## config.mk

```make
export PLATFORM = sky130hd
export DESIGN_NAME = mf3_queue
export DESIGN_NICKNAME = d
export VERILOG_FILES = /design/src/rtl/core/mf3_pkg.sv /design/src/rtl/core/mf3_queue.sv
export SDC_FILE = /design/constraint.sdc
export NUM_CORES = 1
export LEC_CHECK = 0
export ABC_AREA = 1
export ABC_CLOCK_PERIOD_IN_PS = 2000
export BUFFER_PORTS_ARGS = -buffer_cell sky130_fd_sc_hd__buf_2
export CAP_MARGIN = 20
export CELL_PAD_IN_SITES_DETAIL_PLACEMENT = 0
export CELL_PAD_IN_SITES_GLOBAL_PLACEMENT = 1
export CORE_ASPECT_RATIO = 0.6
export CORE_MARGIN = 3
export CORE_UTILIZATION = 47
export DETAILED_ROUTE_END_ITERATION = 7
export HOLD_SLACK_MARGIN = 0.03
export MAX_ROUTING_LAYER = met4
export PLACE_DENSITY_LB_ADDON = 0.1
export SLEW_MARGIN = 20
export SYNTH_ARGS = -nofsm -noshare
export SYNTH_HDL_FRONTEND = slang
export SYNTH_SLANG_ARGS = --single-unit
export TNS_END_PERCENT = 50
```

## constraint.sdc

```tcl
create_clock -name clock -period 2 [get_ports clock]
set_input_delay 0.2 -clock clock [delete_from_list [all_inputs] [get_ports clock]]
set_output_delay 0.2 -clock clock [all_outputs]
set_load 0.05 [all_outputs]
```

## src/rtl/core/mf3_pkg.sv

```systemverilog
// ----------------------------------------------------------------------------
// mf3_pkg
// Shared types, constants and compare helpers of the 3x3 median filter.
// ----------------------------------------------------------------------------
package mf3_pkg;

   localparam int PIX_W        = 8;
   localparam int CSR_INDEX_W  = 2;
   localparam int CSR_DATA_W   = 13;
   localparam int WIDTH_REG_W  = 11;
   localparam int HEIGHT_REG_W = 13;
   localparam int ROW_W        = 13;   // input row runs up to height + 1
   localparam int OUT_ROW_W    = 12;
   localparam int MAX_HEIGHT   = 4096;
   localparam int RESET_WIDTH  = 512;
   localparam int RESET_HEIGHT = 512;

   localparam logic [CSR_INDEX_W-1:0] CSR_IMAGE_WIDTH  = 2'd0;
   localparam logic [CSR_INDEX_W-1:0] CSR_IMAGE_HEIGHT = 2'd1;

   localparam logic REQ_PIXEL = 1'b0;
   localparam logic REQ_FLUSH = 1'b1;

   localparam int QUEUE_DEPTH = 4;
   localparam int QUEUE_PTR_W = 2;
   localparam int QUEUE_CNT_W = 3;

   typedef logic [PIX_W-1:0] pix_type;

   // one window column: [0] top, [1] middle, [2] bottom
   typedef pix_type [2:0] column_type;

   // window: [0] oldest column .. [2] newest column
   typedef column_type [2:0] window_type;

   typedef struct packed {
      logic first_col;
      logic row_ge1;
      logic row_ge2;
      logic due;
      logic eor;
      logic eof;
   } op_ctrl_type;

   typedef struct packed {
      logic eor;
      logic eof;
   } res_flags_type;

   typedef struct packed {
      pix_type lo;
      pix_type mid;
      pix_type hi;
   } sorted3_type;

   function automatic pix_type max2(input pix_type a, input pix_type b);
      return (a > b) ? a : b;
   endfunction

   function automatic pix_type min2(input pix_type a, input pix_type b);
      return (a < b) ? a : b;
   endfunction

   function automatic pix_type max3(input pix_type a, input pix_type b, input pix_type c);
      return max2(max2(a, b), c);
   endfunction

   function automatic pix_type min3(input pix_type a, input pix_type b, input pix_type c);
      return min2(min2(a, b), c);
   endfunction

   function automatic pix_type med3(input pix_type a, input pix_type b, input pix_type c);
      return max2(min2(a, b), min2(max2(a, b), c));
   endfunction

   function automatic sorted3_type sort3(input column_type col);
      pix_type     x0;
      pix_type     x1;
      pix_type     x2;
      pix_type     t;
      sorted3_type s;
      x0 = col[0];
      x1 = col[1];
      x2 = col[2];
      if (x0 > x1) begin
         t  = x0;
         x0 = x1;
         x1 = t;
      end
      if (x1 > x2) begin
         t  = x1;
         x1 = x2;
         x2 = t;
      end
      if (x0 > x1) begin
         t  = x0;
         x0 = x1;
         x1 = t;
      end
      s.lo  = x0;
      s.mid = x1;
      s.hi  = x2;
      return s;
   endfunction

endpackage

```

## src/rtl/core/mf3_queue.sv

```systemverilog
// ----------------------------------------------------------------------------
// mf3_queue
// Short queue of classified operations between front and back.
// ----------------------------------------------------------------------------
module mf3_queue #(
   parameter int COL_W = 10
) (
   input  logic                 clock,
   input  logic                 reset,
   input  logic                 push,
   input  mf3_pkg::op_ctrl_type push_ctrl,
   input  logic [COL_W-1:0]     push_col,
   input  mf3_pkg::pix_type     push_pix,
   input  logic                 pop,
   output mf3_pkg::op_ctrl_type head_ctrl,
   output logic [COL_W-1:0]     head_col,
   output mf3_pkg::pix_type     head_pix,
   output logic                 full,
   output logic                 empty
);
   import mf3_pkg::*;

   op_ctrl_type              ctrl_ff [QUEUE_DEPTH];
   logic [COL_W-1:0]         col_ff  [QUEUE_DEPTH];
   pix_type                  pix_ff  [QUEUE_DEPTH];
   logic [QUEUE_PTR_W-1:0]   wr_ptr_ff, wr_ptr_in;
   logic [QUEUE_PTR_W-1:0]   rd_ptr_ff, rd_ptr_in;
   logic [QUEUE_CNT_W-1:0]   count_ff,  count_in;

   assign full      = count_ff == QUEUE_CNT_W'(QUEUE_DEPTH);
   assign empty     = count_ff == '0;
   assign head_ctrl = ctrl_ff[rd_ptr_ff];
   assign head_col  = col_ff[rd_ptr_ff];
   assign head_pix  = pix_ff[rd_ptr_ff];

   always_comb begin
      wr_ptr_in = push ? wr_ptr_ff + QUEUE_PTR_W'(1) : wr_ptr_ff;
      rd_ptr_in = pop  ? rd_ptr_ff + QUEUE_PTR_W'(1) : rd_ptr_ff;
      case ({push, pop})
         2'b10:   count_in = count_ff + QUEUE_CNT_W'(1);
         2'b01:   count_in = count_ff - QUEUE_CNT_W'(1);
         default: count_in = count_ff;
      endcase
   end

   always_ff @(posedge clock) begin
      if (reset) begin
         wr_ptr_ff <= '0;
         rd_ptr_ff <= '0;
         count_ff  <= '0;
      end else begin
         wr_ptr_ff <= wr_ptr_in;
         rd_ptr_ff <= rd_ptr_in;
         count_ff  <= count_in;
      end
   end

   always_ff @(posedge clock) begin
      if (push) begin
         ctrl_ff[wr_ptr_ff] <= push_ctrl;
         col_ff[wr_ptr_ff]  <= push_col;
         pix_ff[wr_ptr_ff]  <= push_pix;
      end
   end

endmodule

```

==> results.ini <==
[synthesis]
syn_nets = 324
yosysWarnings = 0
yosys_register_bits = 105
synth.yosys.seq_area_share_pct = 73.45
syn_avg_cell_area_um2 = 14.38
synth_cell_types = 21
synthCells = 290
syn-cell-area_um2 = 4170

[timing]
fin_crit_ns = 1.870
slew_headroom_pct = 72.74
slew_violations = 0
fin_tns_setup_ns = 0
timing.hold.ws_ns = 0.07291
clock_skew_ns = 0.004463
finalCritPeriodShare_pct = 93.49
hold_viol = 0
max_clock_freq_mhz = 534.8
worstMarginPinSlew_ns = 0.4083
rsz0062_at_grt = no
finalSetupViolCount = 0

[clocking]
cts.clk_slew.worst_paths_ns = 0.07
clock_tree.buffer_depth = 2
cts_resized = 0
cts_buffers = 9
cts_hold_buf = 0
clkSinkCount = 105
cts-htree-levels = 3
cts_setup_buffers = 0
cts_tree = built
cts-root-buf = clkbuf_16
clk_latency_ns = 0.34

[critical_path]
reg2reg_depth = 5
cp-start-kind = register
max_stage_delay_ns = 0.34
critPathRequiredTime_ns = 1.80
end_kind = output pin
critical_path_class = reg -> out
cp.arrival_ns = 1.67
rr_endpoint = pix_ff[2][2]
timing.critical_path.buf_inv = 2
rr_startpoint = wr_ptr_ff[0]
cp_top_family = buffers and inverters
critPathMaxFanout = 24
crit_end = head_ctrl[5]
slowest_stage = dfxtp_1
r2r_slack_ns = 0.60
crit_cells = 4
path_cells = inv_2, o21ai_1, o22ai_1, buf_2

[place]
gp_congestion = 0.7720
detailed_place.area_um2 = 4597
port_buffers = 53
dp_hpwl_um = 4836

[detailed_routing]
avgViaCountPerCell = 5.123
wl_met1_um = 3730
route.detailed.drc = 0
met2_length_um = 3485
wire_per_inst_um = 16.46
drtIter0Drc = 170
highest_layer = met4
wl_met3_um = 378
routed_wl_um = 7653
dr.pass1.iters = 4
ant_nets = 0
routed-via-count = 2382

[global_route]
gr-total-overflow = 0
antenna_found_initial = 0
grt_pass1_vias = 2367
grt_max_degree = 35
grt_pass1_wl_um = 12170
grt_usage_pct = 16.70

[run_status]
outcome = complete, no violations

[die]
die_h_um = 78.97
start_util_pct = 50.69
die_x_um = 127.6
io_pins = 54
core_um2 = 8227
rows = 25
dieArea_um2 = 10080

[power_and_ir_drop]
leakage_nw = 1.806
vdd_drop_max_v = 0.0005303
power.density_nw_per_um2 = 1028

[layout]
fillCellCount = 651
stdcell_area_um2 = 4912
regArea_um2 = 3064
num-nets-final = 386
diodes = 0
multi_input_area_um2 = 949.7
drive_gt1_share_pct = 33.61
area_growth_pct = 17.79

[min_path]
hp-class = in -> reg
hold_start = push_col[1]

[run]
max_cap_viol_count = 0

-- placed cells by master, fill, tap and decap left out, drive strengths merged --
cell type and count:
a21oi 5, buf 65, bufinv 2, clkbuf 9
clkinv 4, dfxtp 9, edfxtp 96, fa 1
ha 5, inv 19, nand2 9, nand3 1
nand4 1, nor2 51, nor3 2, o21ai 54
o22ai 24
-- report_power, final --
group          switching [W]  total [W]  internal (W)
Sequential         0.0000293    0.00253       0.00250
Combinational       0.000539   0.000731      0.000191
Clock               0.000710    0.00179       0.00108
Total                0.00128    0.00505       0.00377
-- per-layer routing --
layer	track usage [%]	vias up
li1	-	1185
met1	22.13	1145
met2	24.40	46
met3	5.376	6
met4	6.250	0
met5	-	-
-- worst min path at each step --
stage,end,slack [ns],depth (start not counted)
after floorplan,col_ff[0][0],0.30,0
after global placement,col_ff[1][1],0.41,1
after detailed placement,col_ff[2][1],0.42,1
after CTS,pix_ff[1][1],0.06,1
after global routing,col_ff[0][2],0.06,1
final,col_ff[2][1],0.07,1
-- logic make-up after synthesis --
family	count (synthesis)	share of synthesized area, %
AOI/OAI and AO/OA	83	13.68
adders and majority gates	6	1.980
buffers and inverters	32	3.780
DFF	105	73.45
and+or+nand+nor	64	7.111
-- synth_stat cells (all sizes together) --
cell type	count	area [µm²]
buf	13	86.33
a21oi	5	25.02
clkbuf	1	3.750
inv	18	67.57
nor3	2	10.01
nor2	51	241.5
edfxtp	96	2883
fa	1	20.02
o22ai	24	275.3
dfxtp	9	180.2
nand4	1	6.260
ha	5	62.56
o21ai	54	270.3
nand3	1	5.000
nand2	9	33.78
-- state kept, by name (all words and copies together), names as in the netlist, named ones only --
| signal | cells |
|---|---|
| count_ff | 3 |
| ctrl_ff | 24 |
| rd_ptr_ff | 2 |
| col_ff | 40 |
| pix_ff | 32 |
| wr_ptr_ff | 2 |
-- cell type report --
cell class                 count  area share, %
timing repair buffer          65          7.820
sequential                   105          62.38
clock buffer                   9          4.585
multi-input combinational    153          19.33
inverter                      18          1.426
tap                          108          2.751
clock inverter                 7          1.707
-- metrics by stage --
step | setup WS (ns) | util (%) | total power, W | instances
6_report | 0.1302 | 59.71 | 0.005052 | 465
5_1_grt | 0.01211 | 59.71 | 0.005254 | 465
4_1_cts | 0.05063 | 59.64 | 0.005105 | 465
3_5_place_dp | 0.4282 | 55.88 | 0.003313 | 449
3_3_place_gp | 0.4191 | 55.88 | 0.003307 | 449
2_1_floorplan | 0.3809 | - | 0.003107 | 290
No activity file was read; power rests on OpenSTA's default activity.
