<file path="src/rtl/core/mf3_pkg.sv">
// ----------------------------------------------------------------------------
// mf3_pkg
// Shared types, constants and compare helpers of the 3x3 median filter.
// ----------------------------------------------------------------------------
package mf3_pkg;

   localparam int PIX_W        = 8;
   localparam int CSR_INDEX_W  = 2;
   localparam int CSR_DATA_W   = 13;
   localparam int WIDTH_REG_W  = 11;
   localparam int HEIGHT_REG_W = 13;
   localparam int ROW_W        = 13;   // input row runs up to height + 1
   localparam int OUT_ROW_W    = 12;
   localparam int MAX_HEIGHT   = 4096;
   localparam int RESET_WIDTH  = 512;
   localparam int RESET_HEIGHT = 512;

   localparam logic [CSR_INDEX_W-1:0] CSR_IMAGE_WIDTH  = 2'd0;
   localparam logic [CSR_INDEX_W-1:0] CSR_IMAGE_HEIGHT = 2'd1;

   localparam logic REQ_PIXEL = 1'b0;
   localparam logic REQ_FLUSH = 1'b1;

   localparam int QUEUE_DEPTH = 4;
   localparam int QUEUE_PTR_W = 2;
   localparam int QUEUE_CNT_W = 3;

   typedef logic [PIX_W-1:0] pix_type;

   // one window column: [0] top, [1] middle, [2] bottom
   typedef pix_type [2:0] column_type;

   // window: [0] oldest column .. [2] newest column
   typedef column_type [2:0] window_type;

   typedef struct packed {
      logic first_col;
      logic row_ge1;
      logic row_ge2;
      logic due;
      logic eor;
      logic eof;
   } op_ctrl_type;

   typedef struct packed {
      logic eor;
      logic eof;
   } res_flags_type;

   typedef struct packed {
      pix_type lo;
      pix_type mid;
      pix_type hi;
   } sorted3_type;

   function automatic pix_type max2(input pix_type a, input pix_type b);
      return (a > b) ? a : b;
   endfunction

   function automatic pix_type min2(input pix_type a, input pix_type b);
      return (a < b) ? a : b;
   endfunction

   function automatic pix_type max3(input pix_type a, input pix_type b, input pix_type c);
      return max2(max2(a, b), c);
   endfunction

   function automatic pix_type min3(input pix_type a, input pix_type b, input pix_type c);
      return min2(min2(a, b), c);
   endfunction

   function automatic pix_type med3(input pix_type a, input pix_type b, input pix_type c);
      return max2(min2(a, b), min2(max2(a, b), c));
   endfunction

   function automatic sorted3_type sort3(input column_type col);
      pix_type     x0;
      pix_type     x1;
      pix_type     x2;
      pix_type     t;
      sorted3_type s;
      x0 = col[0];
      x1 = col[1];
      x2 = col[2];
      if (x0 > x1) begin
         t  = x0;
         x0 = x1;
         x1 = t;
      end
      if (x1 > x2) begin
         t  = x1;
         x1 = x2;
         x2 = t;
      end
      if (x0 > x1) begin
         t  = x0;
         x0 = x1;
         x1 = t;
      end
      s.lo  = x0;
      s.mid = x1;
      s.hi  = x2;
      return s;
   endfunction

endpackage

</file>
<file path="src/rtl/core/mf3_median.sv">
// ----------------------------------------------------------------------------
// mf3_median
// Three-stage median-of-nine network: sort columns, diagonal, final median.
// ----------------------------------------------------------------------------
module mf3_median (
   input  logic                   clock,
   input  logic                   reset,
   input  logic                   en,
   input  logic                   in_valid,
   input  mf3_pkg::window_type    in_win,
   input  mf3_pkg::res_flags_type in_flags,
   output logic                   out_valid,
   output mf3_pkg::pix_type       out_median,
   output mf3_pkg::res_flags_type out_flags
);
   import mf3_pkg::*;

   logic          s1_valid_ff;
   sorted3_type   s1_ff [3];
   res_flags_type s1_flags_ff;
   logic          s2_valid_ff;
   pix_type       s2_lo_ff;
   pix_type       s2_mid_ff;
   pix_type       s2_hi_ff;
   res_flags_type s2_flags_ff;
   logic          out_valid_ff;
   pix_type       out_median_ff;
   res_flags_type out_flags_ff;

   always_ff @(posedge clock) begin
      if (reset) begin
         s1_valid_ff  <= 1'b0;
         s2_valid_ff  <= 1'b0;
         out_valid_ff <= 1'b0;
      end else if (en) begin
         s1_valid_ff  <= in_valid;
         s2_valid_ff  <= s1_valid_ff;
         out_valid_ff <= s2_valid_ff;
      end
   end

   always_ff @(posedge clock) begin
      if (en) begin
         for (int i = 0; i < 3; i++) begin
            s1_ff[i] <= sort3(in_win[i]);
         end
         s1_flags_ff   <= in_flags;
         s2_lo_ff      <= max3(s1_ff[0].lo,  s1_ff[1].lo,  s1_ff[2].lo);
         s2_mid_ff     <= med3(s1_ff[0].mid, s1_ff[1].mid, s1_ff[2].mid);
         s2_hi_ff      <= min3(s1_ff[0].hi,  s1_ff[1].hi,  s1_ff[2].hi);
         s2_flags_ff   <= s1_flags_ff;
         out_median_ff <= med3(s2_lo_ff, s2_mid_ff, s2_hi_ff);
         out_flags_ff  <= s2_flags_ff;
      end
   end

   assign out_valid  = out_valid_ff;
   assign out_median = out_median_ff;
   assign out_flags  = out_flags_ff;

endmodule
</file>
<file path="config.mk">
export PLATFORM = sky130hd
export DESIGN_NAME = mf3_median
export DESIGN_NICKNAME = d
export VERILOG_FILES = /design/src/rtl/core/mf3_pkg.sv /design/src/rtl/core/mf3_median.sv
export SDC_FILE = /design/constraint.sdc
export NUM_CORES = 1
export LEC_CHECK = 0
export ABC_CLOCK_PERIOD_IN_PS = 7800
export CORE_UTILIZATION = 55
export DETAILED_ROUTE_END_ITERATION = 8
export DONT_BUFFER_PORTS = 1
export PLACE_DENSITY = 0.73
export SLEW_MARGIN = 20
export SYNTH_ARGS = -nofsm -noshare
export SYNTH_HDL_FRONTEND = slang
export SYNTH_SLANG_ARGS = --single-unit
</file>
<file path="constraint.sdc">
create_clock -name clock -period 7.8 [get_ports clock]
set_clock_uncertainty 0.2 [all_clocks]
set_input_delay 1.95 -clock clock [delete_from_list [all_inputs] [get_ports clock]]
set_output_delay 1.95 -clock clock [all_outputs]
set_load 0.03 [all_outputs]
</file>
==> impl_metrics.tcl <==
set metrics [dict create \
    routabilityCongestion 0.940 \
    hold_path_class "reg -> reg" \
    tightest_slew_ns 0.998 \
    yosysUniqueCellTypes 52 \
    post_cts_resized 0 \
    antenna_cells 0 \
    rsz0062_at_grt "false" \
    start_util_pct 56.3 \
    ir_worst_vdd_mv 0.506 \
    drt_iter0_markers 553 \
    fmax_mhz 137 \
    post-route-util_pct 61.0 \
    synth_area_leaders "edfxtp_1, ha_1, mux2_2" \
    antenna_found_initial 0 \
    stdcell_area_um2 11000 \
    rows 49 \
    finalMaxSlewViolations 0 \
    maxSlewHeadroom_pct 33.5 \
    worstPathRequired_ns 7.87 \
    place_area_um2 10400 \
    final_cells 1338 \
    io_buffers 0 \
    routedWlPerCell_um 18.0 \
    crit_path_max_incr_delay_ns 0.76 \
    status "complete, no violations" \
    crit_path_start_kind "input port" \
    ant_nets 0 \
    cap_violations 0 \
    ys.warnings.count 0 \
    syn_area_per_cell_um2 9.25 \
    post-route-period-util_pct 93.4 \
    num_vias 8094 \
    n_fill_cell 1510 \
    cts_tree "yes" \
    synth_edf_count 110 \
    drive_gt1_share_pct 11.4 \
    min_period_ns 7.28 \
    p_leak_nw 5.02 \
    cts_htree_levels 4 \
    synth_nets 1319 \
    area_growth_pct 8.30 \
    path_class "in -> reg" \
    netlist_area_um2 10100 \
    clock-root-buffer "clkbuf_16" \
    hold_ws_ns 0.218 \
    finalSetupTns_ns 0 \
    ys_ff_latch 113 \
    nets 1322 \
    viasPerCell 6.05 \
    worst_path_most_repeated_cell "ha_1" \
    grt_first_pass_wirelength_um 38600 \
    post_cts_buffers 0 \
    cts_buffers 17 \
    firstDrtPassIters 6 \
    hpwl_um 19200 \
    async_flop_share_pct 0 \
    setup_violations 0 \
    dieArea_um2 18900 \
    p_per_area_nw_per_um2 446 \
    core_area_um2 18000 \
    overflow 0 \
    grt_pass1_vias 7676 \
    clk_latency_ns 0.42 \
    dieWidth_um 138 \
    crit_path_top_delay_cell "o211ai_1" \
    synth_top_area_share_pct 32.7 \
    synth-main-ff-cell "edfxtp_1" \
    crit_path_end_kind "register" \
    io_pins 89 \
    arrival_ns 7.35 \
    drc 0 \
    cts_sinks 113 \
    synthCells 1093 \
    dp.cells 1306 \
    hold_viol 0 \
    grt_max_degree 114 \
    yosysTopAreaCell "edfxtp_1" \
    holdBufCountCts 0 \
    path_cells "inv_1 > ha_1 > a21oi_1 > o21ai_0 > o211ai_1 > mux2_2 > ha_1 > a21o_1 > a21oi_1 > o211ai_1 > nand2_1 > buf_4 > mux2i_1 > ha_1 > nand3_1 > nor2_1 > a32oi_1 > a21boi_0 > a41oi_1 > o22ai_1 > nor2_1" \
    die_h_um 138 \
    track_usage_pct 27.0 \
    yosysSeqAreaShare_pct 33.3 \
    crit_fanout 10 \
    wl_um 24000 \
    path_clk_slew_ns 0.05 \
    cts_buffer_depth 2 \
]
==> metal layers <==
layer / part of all wire, % / GRT usage, % / vias to the layer above / wire length (µm)
met1: 44 / 35.1 / 3733 / 10500
met5: 0 / 0 / - / 0
met2: 46 / 43.6 / 287 / 11200
met3: 7.0 / 5.67 / 43 / 1690
li1: - / - / 4031 / -
met4: 2.8 / 10.9 / 0 / 675
==> sequential cells by signal, summed over array words and instances, names as in the netlist <==
register / cells
s2_valid_ff: 1
s1_valid_ff: 1
s1_flags_ff: 2
s2_flags_ff: 2
s1_ff: 72
s2_hi_ff: 8
s2_mid_ff: 8
out_median: 8
out_valid: 1
s2_lo_ff: 8
out_flags: 2
==> critical path, delay by kind of cell <==
kind / cells / cell delay (ns)
AOI/OAI and AO/OA: 10 / 2.95
adders and majority gates: 3 / 0.87
buffers and inverters: 2 / 0.28
muxes: 2 / 0.67
and+or+nand+nor: 4 / 0.63
==> Yosys cell counts, types with 8 or more instances <==
master / instances
inv_1: 122
mux2_4: 8
nor3_1: 14
nand4_1: 11
nand2_1: 66
nand3_1: 31
ha_1: 148
nor2b_1: 12
or3_1: 8
a21oi_1: 95
buf_2: 8
o21ai_0: 60
a21o_1: 26
o211ai_1: 9
edfxtp_1: 110
mux2_2: 65
clkbuf_1: 15
o22ai_1: 33
mux2i_1: 49
nor2_1: 123
==> cell families (layout without fill, tap and decap cells) <==
family	count (synthesis)	in the layout	synth area share (%)
and+or+nand+nor	286	286	12.6
AOI/OAI and AO/OA	275	275	16.9
buffers and inverters	149	165	5.70
adders and majority gates	148	148	18.3
muxes	122	122	13.3
DFF	113	113	33.3
==> placed cells by master, fill, tap and decap left out, types with 8 or more instances in the layout <==
cell type | Yosys | final
or3_1 | 8 | 8
a21o_1 | 26 | 26
nor3_1 | 14 | 14
clkbuf_16 | 0 | 17
o211ai_1 | 9 | 9
o22ai_1 | 33 | 33
mux2i_1 | 49 | 49
mux2_2 | 65 | 65
edfxtp_1 | 110 | 110
nor2b_1 | 12 | 12
ha_1 | 148 | 148
mux2_4 | 8 | 8
inv_1 | 122 | 122
o21ai_0 | 60 | 60
nand3_1 | 31 | 31
nor2_1 | 123 | 123
nand2_1 | 66 | 66
nand4_1 | 11 | 11
buf_4 | 0 | 11
a21oi_1 | 95 | 95
==> through the flow <==
stage                     setup WS, ns  total power, mW
final                            0.518             4.89
after global routing             0.116             5.34
after CTS                        0.652             4.88
after detailed placement         0.224             4.09
after global placement           0.269             4.02
after floorplan                  0.477             3.46
==> path summary, 6_finish.rpt <==
kind | from | end | slack, ns | cells past startpoint
worst min-delay path | s2_flags_ff[1]$_DFFE_PP_ | out_flags[1]$_DFFE_PP_ | 0.22 | 0
worst min register to register | s2_flags_ff[1]$_DFFE_PP_ | out_flags[1]$_DFFE_PP_ | 0.22 | 0
worst max-delay path | in_win[63] | s1_ff[0][68]$_DFFE_PP_ | 0.52 | 21
worst max register to register | s2_lo_ff[1]$_DFFE_PP_ | out_median[4]$_DFFE_PP_ | 1.56 | 20
==> power breakdown <==
group          switching, mW  total, mW  leakage, nW  internal [mW]
registers              0.195       1.23         1.11           1.04
logic                   1.62       2.90         3.64           1.28
clock network          0.263      0.756        0.273          0.493
==> area by class of cell <==
type | instances | area (µm²) | area share (%)
Clock inverter | 14 | 146 | 1.34
Clock buffer | 18 | 429 | 3.92
Timing Repair Buffer | 11 | 82.6 | 0.754
Sequential cell | 113 | 3360 | 30.7
Tap cell | 229 | 287 | 2.62
Multi-Input combinational cell | 831 | 6190 | 56.5
Inverter | 122 | 458 | 4.18
Note: power is estimated with default switching activity, not from simulation.
