===== config.mk =====
export PLATFORM = sky130hd
export DESIGN_NAME = mf3_front
export DESIGN_NICKNAME = d
export VERILOG_FILES = /design/src/rtl/core/mf3_pkg.sv /design/src/rtl/core/mf3_front.sv
export SDC_FILE = /design/constraint.sdc
export NUM_CORES = 1
export LEC_CHECK = 0
export ABC_AREA = 1
export BUFFER_PORTS_ARGS = -buffer_cell sky130_fd_sc_hd__buf_2
export CORE_MARGIN = 2
export CORE_UTILIZATION = 34
export CTS_BUF_LIST = sky130_fd_sc_hd__clkbuf_4
export DETAILED_ROUTE_END_ITERATION = 10
export SLEW_MARGIN = 5
export SYNTH_ARGS = -nofsm -noshare
export SYNTH_HDL_FRONTEND = slang
export SYNTH_SLANG_ARGS = --single-unit

===== constraint.sdc =====
create_clock -name clock -period 2.1 [get_ports clock]
set_input_delay 0.21 -clock clock [delete_from_list [all_inputs] [get_ports clock]]
set_output_delay 0.21 -clock clock [all_outputs]
set_load 0.005 [all_outputs]

===== src/rtl/core/mf3_pkg.sv =====
// ----------------------------------------------------------------------------
// mf3_pkg
// Shared types, constants and compare helpers of the 3x3 median filter.
// ----------------------------------------------------------------------------
package mf3_pkg;

   localparam int PIX_W        = 8;
   localparam int CSR_INDEX_W  = 2;
   localparam int CSR_DATA_W   = 13;
   localparam int WIDTH_REG_W  = 11;
   localparam int HEIGHT_REG_W = 13;
   localparam int ROW_W        = 13;   // input row runs up to height + 1
   localparam int OUT_ROW_W    = 12;
   localparam int MAX_HEIGHT   = 4096;
   localparam int RESET_WIDTH  = 512;
   localparam int RESET_HEIGHT = 512;

   localparam logic [CSR_INDEX_W-1:0] CSR_IMAGE_WIDTH  = 2'd0;
   localparam logic [CSR_INDEX_W-1:0] CSR_IMAGE_HEIGHT = 2'd1;

   localparam logic REQ_PIXEL = 1'b0;
   localparam logic REQ_FLUSH = 1'b1;

   localparam int QUEUE_DEPTH = 4;
   localparam int QUEUE_PTR_W = 2;
   localparam int QUEUE_CNT_W = 3;

   typedef logic [PIX_W-1:0] pix_type;

   // one window column: [0] top, [1] middle, [2] bottom
   typedef pix_type [2:0] column_type;

   // window: [0] oldest column .. [2] newest column
   typedef column_type [2:0] window_type;

   typedef struct packed {
      logic first_col;
      logic row_ge1;
      logic row_ge2;
      logic due;
      logic eor;
      logic eof;
   } op_ctrl_type;

   typedef struct packed {
      logic eor;
      logic eof;
   } res_flags_type;

   typedef struct packed {
      pix_type lo;
      pix_type mid;
      pix_type hi;
   } sorted3_type;

   function automatic pix_type max2(input pix_type a, input pix_type b);
      return (a > b) ? a : b;
   endfunction

   function automatic pix_type min2(input pix_type a, input pix_type b);
      return (a < b) ? a : b;
   endfunction

   function automatic pix_type max3(input pix_type a, input pix_type b, input pix_type c);
      return max2(max2(a, b), c);
   endfunction

   function automatic pix_type min3(input pix_type a, input pix_type b, input pix_type c);
      return min2(min2(a, b), c);
   endfunction

   function automatic pix_type med3(input pix_type a, input pix_type b, input pix_type c);
      return max2(min2(a, b), min2(max2(a, b), c));
   endfunction

   function automatic sorted3_type sort3(input column_type col);
      pix_type     x0;
      pix_type     x1;
      pix_type     x2;
      pix_type     t;
      sorted3_type s;
      x0 = col[0];
      x1 = col[1];
      x2 = col[2];
      if (x0 > x1) begin
         t  = x0;
         x0 = x1;
         x1 = t;
      end
      if (x1 > x2) begin
         t  = x1;
         x1 = x2;
         x2 = t;
      end
      if (x0 > x1) begin
         t  = x0;
         x0 = x1;
         x1 = t;
      end
      s.lo  = x0;
      s.mid = x1;
      s.hi  = x2;
      return s;
   endfunction

endpackage


===== src/rtl/core/mf3_front.sv =====
// ----------------------------------------------------------------------------
// mf3_front
// Frame geometry registers, position counters and item classification.
// ----------------------------------------------------------------------------
module mf3_front #(
   parameter int MAX_WIDTH = 1024
) (
   input  logic                             clock,
   input  logic                             reset,
   input  logic                             csr_valid,
   input  logic [mf3_pkg::CSR_INDEX_W-1:0]  csr_index,
   input  logic [mf3_pkg::CSR_DATA_W-1:0]   csr_data,
   input  logic                             req_valid,
   output logic                             req_ready,
   input  logic                             req_type,
   input  mf3_pkg::pix_type                 req_pixel,
   input  logic                             q_full,
   output logic                             push,
   output mf3_pkg::op_ctrl_type             push_ctrl,
   output logic [$clog2(MAX_WIDTH)-1:0]     push_col,
   output mf3_pkg::pix_type                 push_pix
);
   import mf3_pkg::*;

   localparam int COL_W       = $clog2(MAX_WIDTH);
   localparam int EW          = $clog2(MAX_WIDTH + 1);
   localparam int CMP_W       = (EW > WIDTH_REG_W) ? EW : WIDTH_REG_W;
   localparam int RESET_EFF_W = (RESET_WIDTH > MAX_WIDTH) ? MAX_WIDTH : RESET_WIDTH;

   logic [EW-1:0]           width_ff,   width_in;
   logic [HEIGHT_REG_W-1:0] height_ff,  height_in;
   logic [COL_W-1:0]        in_col_ff,  in_col_in;
   logic [ROW_W-1:0]        in_row_ff,  in_row_in;
   logic [COL_W-1:0]        out_col_ff, out_col_in;
   logic [OUT_ROW_W-1:0]    out_row_ff, out_row_in;
   logic                    pend_ff,    pend_in;

   logic [CMP_W-1:0]        wr_width;
   logic [EW-1:0]           width_new;
   logic [HEIGHT_REG_W-1:0] height_new;
   logic                    restart;
   logic                    take;
   logic                    in_frame;
   logic                    row_ge1;
   logic                    row_ge2;
   logic                    due;
   logic                    col_last;
   logic                    eor;
   logic                    eof;

   // clamp written geometry once, at write time
   always_comb begin
      wr_width = CMP_W'(csr_data[WIDTH_REG_W-1:0]);
      if (wr_width == '0) begin
         width_new = EW'(1);
      end else if (wr_width > CMP_W'(MAX_WIDTH)) begin
         width_new = EW'(MAX_WIDTH);
      end else begin
         width_new = wr_width[EW-1:0];
      end
      if (csr_data == '0) begin
         height_new = HEIGHT_REG_W'(1);
      end else if (csr_data > CSR_DATA_W'(MAX_HEIGHT)) begin
         height_new = HEIGHT_REG_W'(MAX_HEIGHT);
      end else begin
         height_new = csr_data;
      end
   end

   always_comb begin
      width_in  = width_ff;
      height_in = height_ff;
      restart   = 1'b0;
      if (csr_valid) begin
         unique case (csr_index)
            CSR_IMAGE_WIDTH: begin
               width_in = width_new;
               restart  = 1'b1;
            end
            CSR_IMAGE_HEIGHT: begin
               height_in = height_new;
               restart   = 1'b1;
            end
            default: ;
         endcase
      end
   end

   // classification
   assign in_frame  = in_row_ff < height_ff;
   assign req_ready = !pend_ff && !q_full;
   assign take      = req_valid && req_ready;
   assign push      = pend_ff ? !q_full : (take && !(in_frame && req_type == REQ_FLUSH));
   assign push_pix  = (take && in_frame) ? req_pixel : '0;
   assign push_col  = in_col_ff;

   assign row_ge1  = in_row_ff != '0;
   assign row_ge2  = in_row_ff > ROW_W'(1);
   assign due      = row_ge2 || (in_row_ff == ROW_W'(1) && in_col_ff != '0);
   assign col_last = EW'(in_col_ff) == width_ff - EW'(1);
   assign eor      = EW'(out_col_ff) == width_ff - EW'(1);
   assign eof      = eor && (ROW_W'(out_row_ff) == height_ff - ROW_W'(1));

   always_comb begin
      push_ctrl.first_col = in_col_ff == '0;
      push_ctrl.row_ge1   = row_ge1;
      push_ctrl.row_ge2   = row_ge2;
      push_ctrl.due       = due;
      push_ctrl.eor       = due && eor;
      push_ctrl.eof       = due && eof;
   end

   // position update
   always_comb begin
      in_col_in  = in_col_ff;
      in_row_in  = in_row_ff;
      out_col_in = out_col_ff;
      out_row_in = out_row_ff;
      if (pend_ff) begin
         pend_in = q_full;
      end else begin
         // one-row frame: first flush lands on a position with no result
         pend_in = take && !in_frame && !due;
      end
      if (push) begin
         if (col_last) begin
            in_col_in = '0;
            in_row_in = in_row_ff + ROW_W'(1);
         end else begin
            in_col_in = in_col_ff + COL_W'(1);
         end
         if (due) begin
            if (eof) begin
               in_col_in  = '0;
               in_row_in  = '0;
               out_col_in = '0;
               out_row_in = '0;
            end else if (eor) begin
               out_col_in = '0;
               out_row_in = out_row_ff + OUT_ROW_W'(1);
            end else begin
               out_col_in = out_col_ff + COL_W'(1);
            end
         end
      end
      if (restart) begin
         in_col_in  = '0;
         in_row_in  = '0;
         out_col_in = '0;
         out_row_in = '0;
         pend_in    = 1'b0;
      end
   end

   always_ff @(posedge clock) begin
      if (reset) begin
         width_ff   <= EW'(RESET_EFF_W);
         height_ff  <= HEIGHT_REG_W'(RESET_HEIGHT);
         in_col_ff  <= '0;
         in_row_ff  <= '0;
         out_col_ff <= '0;
         out_row_ff <= '0;
         pend_ff    <= 1'b0;
      end else begin
         width_ff   <= width_in;
         height_ff  <= height_in;
         in_col_ff  <= in_col_in;
         in_row_ff  <= in_row_in;
         out_col_ff <= out_col_in;
         out_row_ff <= out_row_in;
         pend_ff    <= pend_in;
      end
   end

endmodule


==> out/qor.yml, run 1 <==
finish:
  final_util_pct: 52.97
  area_growth_pct: 51.79
  final_cell_mix: "nand2_1, buf_4, inv_1"
  fillCellCount: 1501
  final_common_cell: "nand2_1"
  drive_above_1_share_pct: 38.29
  n_antenna_cell: 0
  nNetsFinal: 1155
sta:
  finalMaxSlewViolations: 0
  hold_violations: 0
  final-setup-viol-count: 56
  post-route-period-util_pct: 119.5
  final.setup.worst_slack_ns: -0.4090
  worstMarginPinSlew_ns: 0.6875
  tns_ns: -14.94
  rsz0062_at_grt: "yes"
  period_needed_ns: 2.509
  slew_headroom_pct: 54.07
  timing.fmax_ghz: 0.3986
  clock_skew_ns: 0.02894
global_routing:
  grt_pass1_vias: 6067
  grt.total_usage_pct: 22.04
  grt_pass1_wl_um: 28840
  overflow: 0
  antenna_found_initial: 0
  grt_max_degree: 25
critical_path:
  path_buf_inv: 3
  max_stage_delay_ns: 0.35
  r2r_start: "height_ff[2]"
  rr_endpoint: "out_row_ff[8]"
  critPathLaunchType: "register"
  crit_path_cell_trace: "buf_4 > nor2_4 > nand3_2 > nor2_4 > nand2_1 > xor2_1 > nand2_2 > nor2_4 > nand2_2 > nor2_4 > nand2_2 > inv_1 > buf_2"
  cp_max_fo: 5
  cp_top_family: "simple AND/OR/NAND/NOR gates"
  cp.required_ns: 1.89
  reg2reg_slack_ns: -0.30
  crit_type: "register to output pin"
  critPathArrivalTime_ns: 2.30
  worst-r2r-cell-count: 21
  cpMostUsedCell: "nor2_4"
  end_kind: "output pin"
  crit_slowest_cell: "dfxtp_2"
floorplanning:
  core_region_area_mm2: 0.01520
  start_util_pct: 34.90
  die_h_um: 128.9
  num_rows: 45
  die_area_mm2: 0.01662
  io_pins: 55
  die_x_um: 128.9
run_status:
  status: "finished, violations left"
  violations: "setup timing"
pwr:
  peakVddDrop_mv: 0.3080
  powerDensity_mw_per_mm2: 366.7
  p_leak_uw: 0.003723
job:
  cap_violations: 0
min_path:
  min_delay_path_depth: 3
  min_from: "csr_data[8]"
  min_to: "width_ff[8]"
  hold_class: "input pin to register"
routing:
  postRouteAntennaNets: 0
  vias: 6312
  viasPerCell: 4.863
  wl_per_cell_um: 13.91
  drc_errors: 0
  first_pass_iters: 5
  finalWirelength_um: 18050
  drtIter0Drc: 384
placement:
  dp_hpwl_um: 13130
  io_buffers: 54
  globalplace.congestion: 0.9040
yosys:
  ys_seq_area_share_pct: 26.42
  syn-instance-count: 892
  yosysWarnings: 0
  syn_nets: 942
  synth_area_mm2: 0.005305
  avgSynthCellArea_um2: 5.947
  synth_seq_cells: 70
  ys_types: 37
clocking:
  worstSkewPairLatency_ns: 0.48
  root_buffer: "clkbuf_4"
  cts_tree: "yes"
  clock_sinks: 70
  htree_levels: 3
  path_clk_slew_ns: 0.12
  cts_buffers: 9
  cts.path.max_buffers: 2
==> cell usage after synthesis, drive strengths merged <==
cell type | n | share of area, %
nand2 | 275 | 20
nor2 | 142 | 11
inv | 130 | 9.2
nand3 | 97 | 9.8
dfxtp | 70 | 26
a21oi | 49 | 4.8
ha | 21 | 5.0
nand4 | 17 | 2.0
o21ai | 17 | 1.8
nor3 | 16 | 1.6
xor2 | 14 | 2.3
clkbuf | 9 | 0.66
buf | 8 | 1.2
xnor2 | 7 | 1.2
nor4 | 5 | 0.59
nor3b | 4 | 0.57
nand3b | 3 | 0.42
a211oi | 2 | 0.28
a31oi | 1 | 0.12
clkinv | 1 | 0.071
o211ai | 1 | 0.14
o22ai | 1 | 0.12
o31ai | 1 | 0.14
or2 | 1 | 0.12
==> logic make-up (layout without fill, tap and decap cells) <==
| family | Yosys count | after routing | share of synthesized area [%] |
|---|---|---|---|
| AO/OA/AOI/OAI | 72 | 72 | 7.453 |
| adder cells (fa/ha/maj) | 21 | 21 | 4.953 |
| AND/OR/NAND/NOR | 560 | 561 | 46.60 |
| flip-flops | 70 | 70 | 26.42 |
| XOR/XNOR | 21 | 21 | 3.467 |
| buffers and inverters | 148 | 365 | 11.11 |
==> flip-flops by register name, indices dropped and copies added (netlist names) <==
name and cells:
height_ff 13, in_row_ff 13, out_row_ff 12, width_ff 11, out_col_ff 10, push_col 10, pend_ff 1
==> worst reg2reg max path, cell delays in order, from the launching register on <==
cell	delay, ns
dfxtp_4	0.39
buf_12	0.10
buf_6	0.08
buf_6	0.10
inv_4	0.03
ha_4	0.26
nand2_2	0.04
nor2_1	0.08
nand2_1	0.06
nand3_1	0.08
nand2_1	0.08
nand3_1	0.09
nand2_1	0.06
nand2_2	0.13
buf_6	0.14
nand2_8	0.08
nor2_4	0.17
buf_12	0.16
nand2_2	0.05
nand2_1	0.07
nand2_1	0.05
nor2_1	0.07
==> cell type report <==
type	instances	area (um^2)	share of cell area (%)
Timing Repair Buffer	218	1713	21.27
Tap cell	188	235.2	2.921
Clock buffer	12	90.09	1.119
Inverter	131	518.0	6.433
Clock inverter	4	47.55	0.5904
Multi-Input combinational cell	675	4010	49.80
Sequential cell	70	1439	17.87
==> worst max-delay path by stage <==
stage | start | endpoint | slack [ns] | depth (start not counted)
3_5_place_dp | height_ff[1] | push_col[4] | -0.29 | 17
5_1_grt | width_ff[0] | push_ctrl[1] | -0.61 | 13
6_report | height_ff[1] | push_ctrl[0] | -0.41 | 13
2_1_floorplan | height_ff[4] | in_row_ff[9] | 0.01 | 18
3_3_place_gp | height_ff[1] | push_col[4] | -0.31 | 17
4_1_cts | height_ff[0] | push_ctrl[0] | -0.42 | 14
==> power breakdown <==
part	leakage [uW]	switching, uW	internal [uW]
logic	0.00307	371	292
clock network	0.0000773	541	399
registers	0.000577	12.2	1340
==> metrics by stage <==
step                power [uW]  instances  instance area, um^2  setup WS, ns  hold slack (ns)
global route              3099       1298                 8053       -0.6089          0.01051
finish                    2953       1298                 8053       -0.4090          0.02519
CTS                       2939       1292                 7709       -0.4171        0.0003595
floorplan                 1676        892                 5310       0.01293           0.2885
global placement          1903       1239                 6659       -0.3057           0.4719
detailed placement        1909       1239                 6659       -0.2908           0.4750
==> metal layers <==
metal	track usage (%)	vias to the layer above	part of all wire (%)
met5	0	-	0
met4	9.399	0	4.1
met3	3.493	49	3.4
met2	39.22	133	50
met1	26.29	2874	43
li1	-	3256	-
==> what timing repair did <==
item                       4_1_cts  5_1_grt
pin swaps                       59       40
setup buffers                   25       10
setup endpoints to repair       57       58
hold buffers                    10        0
resized for setup              167       85
cloned                           2        1
hold endpoints to repair        10        0
No activity file was read; power rests on OpenSTA's default activity.
==> run 2: changes to the inputs <==
--- a/config.mk
+++ b/config.mk
@@ -9,8 +9,9 @@
 export BUFFER_PORTS_ARGS = -buffer_cell sky130_fd_sc_hd__buf_2
 export CORE_MARGIN = 2
 export CORE_UTILIZATION = 34
-export CTS_BUF_LIST = sky130_fd_sc_hd__clkbuf_4
+export CTS_BUF_LIST = sky130_fd_sc_hd__clkbuf_8 sky130_fd_sc_hd__clkbuf_16
 export DETAILED_ROUTE_END_ITERATION = 10
+export SKIP_LAST_GASP = 1
 export SLEW_MARGIN = 5
 export SYNTH_ARGS = -nofsm -noshare
 export SYNTH_HDL_FRONTEND = slang
==> constraint.sdc (replaced) <==
create_clock -name clock -period 2.2 [get_ports clock]
set_input_delay 0.22 -clock clock [delete_from_list [all_inputs] [get_ports clock]]
set_output_delay 0.22 -clock clock [all_outputs]
set_load 0.005 [all_outputs]
==> run 2 against run 1 <==
Effect of this change:
- the run still ends with setup timing left
- clock skew fell by 0.020 ns
- power rose by 12%
- flip-flop and latch count did not move
- global-route usage decreased by 1.3 points
- die area is the same
- cell count fell by 3.5%
- combinational power fell by 15%
- sequential power fell by 4%
- first-iteration DRC count increased by 16%
- core utilization down 2.6 points
==> out/qor.yml, run 2 (synthesis gave the netlist of run 1 again) <==
finish:
  final_cell_mix: "nand2_1, inv_1, buf_4"
  finalInstanceArea_mm2: 0.007665  # -4.8%
  top_regs: "height_ff x13, in_row_ff x13, out_row_ff x12"
  area_growth_pct: 44.48
  fillCellCount: 1574  # +4.9%
  n_antenna_cell: 0  # unchanged
  final_util_pct: 50.42  # -2.6 points
  drive_above_1_share_pct: 33.65  # -4.6 points
  nNetsFinal: 1109  # -4.0%
  final_common_cell: "nand2_1"
min_path:
  hold_class: "input pin to register"
  min_delay_path_depth: 3  # unchanged
clocking:
  root_buffer: "clkbuf_16"
  htree_levels: 3  # unchanged
  cts_buffers: 9  # unchanged
  cts.path.max_buffers: 2  # unchanged
  ctsHoldBuffers: 0  # -10
  path_clk_slew_ns: 0.06  # -0.06 ns
  worstSkewPairLatency_ns: 0.35  # -0.13 ns
  cts_tree: "yes"
  clock_sinks: 70  # unchanged
run_status:
  violations: "setup timing"
  status: "finished, violations left"
global_routing:
  grt.total_usage_pct: 20.76  # -1.3 points
  overflow: 0  # unchanged
  grt_pass1_vias: 5708  # -5.9%
  grt_pass1_wl_um: 27330  # -5.2%
  grt_max_degree: 25  # unchanged
  antenna_found_initial: 0  # unchanged
sta:
  final.setup.worst_slack_ns: -0.1642  # +0.2448 ns
  clock_skew_ns: 0.009236  # -0.01971 ns
  rsz0062_at_grt: "yes"
  post-route-period-util_pct: 107.5
  timing.fmax_ghz: 0.4230
  period_needed_ns: 2.364
  slew_headroom_pct: 61.98  # +7.9 points
  final-setup-viol-count: 18  # -68%
  worstMarginPinSlew_ns: 0.5660  # -0.1215 ns
  finalMaxSlewViolations: 0  # unchanged
  hold_violations: 0  # unchanged
critical_path:
  cpMostUsedCell: "nor2_1"
  critPathArrivalTime_ns: 2.14  # -0.16 ns
  crit_type: "register to output pin"
  cp.required_ns: 1.98  # +0.09 ns
  cp_max_fo: 4  # -1
  max_stage_delay_ns: 0.34  # about the same
  path_buf_inv: 4  # +1
  worst-r2r-cell-count: 19  # -9.5%
  worst-path-stages: 13  # unchanged
  cp_top_family: "simple AND/OR/NAND/NOR gates"
  crit_path_cell_trace: "inv_2 > ha_4 > xor2_1 > nand2_1 > nor2_2 > nand3_1 > nor2_1 > nand2_2 > clkinv_2 > nand3_4 > buf_4 > nor2_1 > buf_2"
  critPathLaunchType: "register"
  end_kind: "output pin"
  crit_slowest_cell: "dfxtp_2"
floorplanning:
  die_h_um: 128.9  # unchanged
  core_region_area_mm2: 0.01520  # unchanged
  num_rows: 45  # unchanged
  die_x_um: 128.9  # unchanged
  io_pins: 55  # unchanged
  die_area_mm2: 0.01662  # unchanged
  start_util_pct: 34.90  # unchanged
placement:
  placed_cell_area_mm2: 0.006414  # -3.7%
  globalplace.congestion: 0.9295  # +2.8%
  io_buffers: 54  # unchanged
  dp_hpwl_um: 12780  # -2.7%
pwr:
  p_leak_uw: 0.003511  # -5.7%
  powerDensity_mw_per_mm2: 430.9  # +17%
  peakVddDrop_mv: 0.4393  # +43%
routing:
  first_pass_iters: 5  # unchanged
  postRouteAntennaNets: 0  # unchanged
  wl_per_cell_um: 13.45  # -3.2%
  viasPerCell: 4.874  # +0.22%
  vias: 6102  # -3.3%
  drtIter0Drc: 444  # +16%
  finalWirelength_um: 16840  # -6.7%
  drc_errors: 0  # unchanged
job:
  cap_violations: 0  # unchanged
## run 2: cell types whose count changed in the layout (fill, tap and decap cells not counted), sizes merged
cell and delta:
buf -36, nand2 -1, clkinv +2, dlygate4sd3 -10
clkbuf -2, inv +1
## run 2: worst min-delay path: cells and delay by family
kind                   cells  cell delay, ns
and+or+nand+nor            1            0.05
buffers and inverters      1            0.11
AOI/OAI and AO/OA          1            0.06
## run 2: final timing paths
path / endpoint / slack [ns] / from
setup / recovery: push_ctrl[1] / -0.16 / width_ff[0]
hold / removal: width_ff[9] / 0.13 / csr_data[9]
setup reg to reg: out_row_ff[5] / -0.10 / width_ff[0]
hold reg to reg: pend_ff / 0.50 / pend_ff
## run 2: layout make-up
class                   count  area, um^2  share of cell area, %
inverters                 131       519.2                  6.774
clock buffers               9       225.2                  2.938
flip-flops and latches     70        1433                  18.69
well taps                 188       235.2                  3.069
repair buffers            173        1280                  16.70
multi-input cells         674        3915                  51.08
clock inverters             7       57.56                 0.7509
## run 2: report_power, final
part / internal [uW] / total, uW / leakage (uW) / switching (uW)
registers: 1280 / 1290 / 0.000574 / 13.5
clock network: 861 / 1450 / 0.000151 / 584
logic: 233 / 565 / 0.00279 / 332
total: 2370 / 3300 / 0.00351 / 930
## run 2: per-layer routing
metal,global-route usage [%],share of wire [%]
met3,4.449,4.6
met2,35.26,49
met5,0,0
met1,25.62,43
met4,8.376,3.1
## run 2: per-stage QoR
stage	worst slack [ns]	setup TNS (ns)	std cells	hold slack [ns]	power (uW)
2_1_floorplan	0.03861	0	892	0.2985	1599
3_3_place_gp	-0.2584	-9.028	1207	0.4875	1789
3_5_place_dp	-0.2942	-10.22	1207	0.4885	1790
4_1_cts	-0.1802	-1.281	1238	0.1286	3277
5_1_grt	-0.3133	-6.210	1252	0.1312	3455
6_report	-0.1642	-1.311	1252	0.1299	3303
## run 2: timing repair
action | in CTS | in global routing
resized for setup | 74 | 120
pin swaps | 28 | 36
cloned | 1 | 1
endpoints found under the setup margin | 56 | 57
buffers inserted | 15 | 16
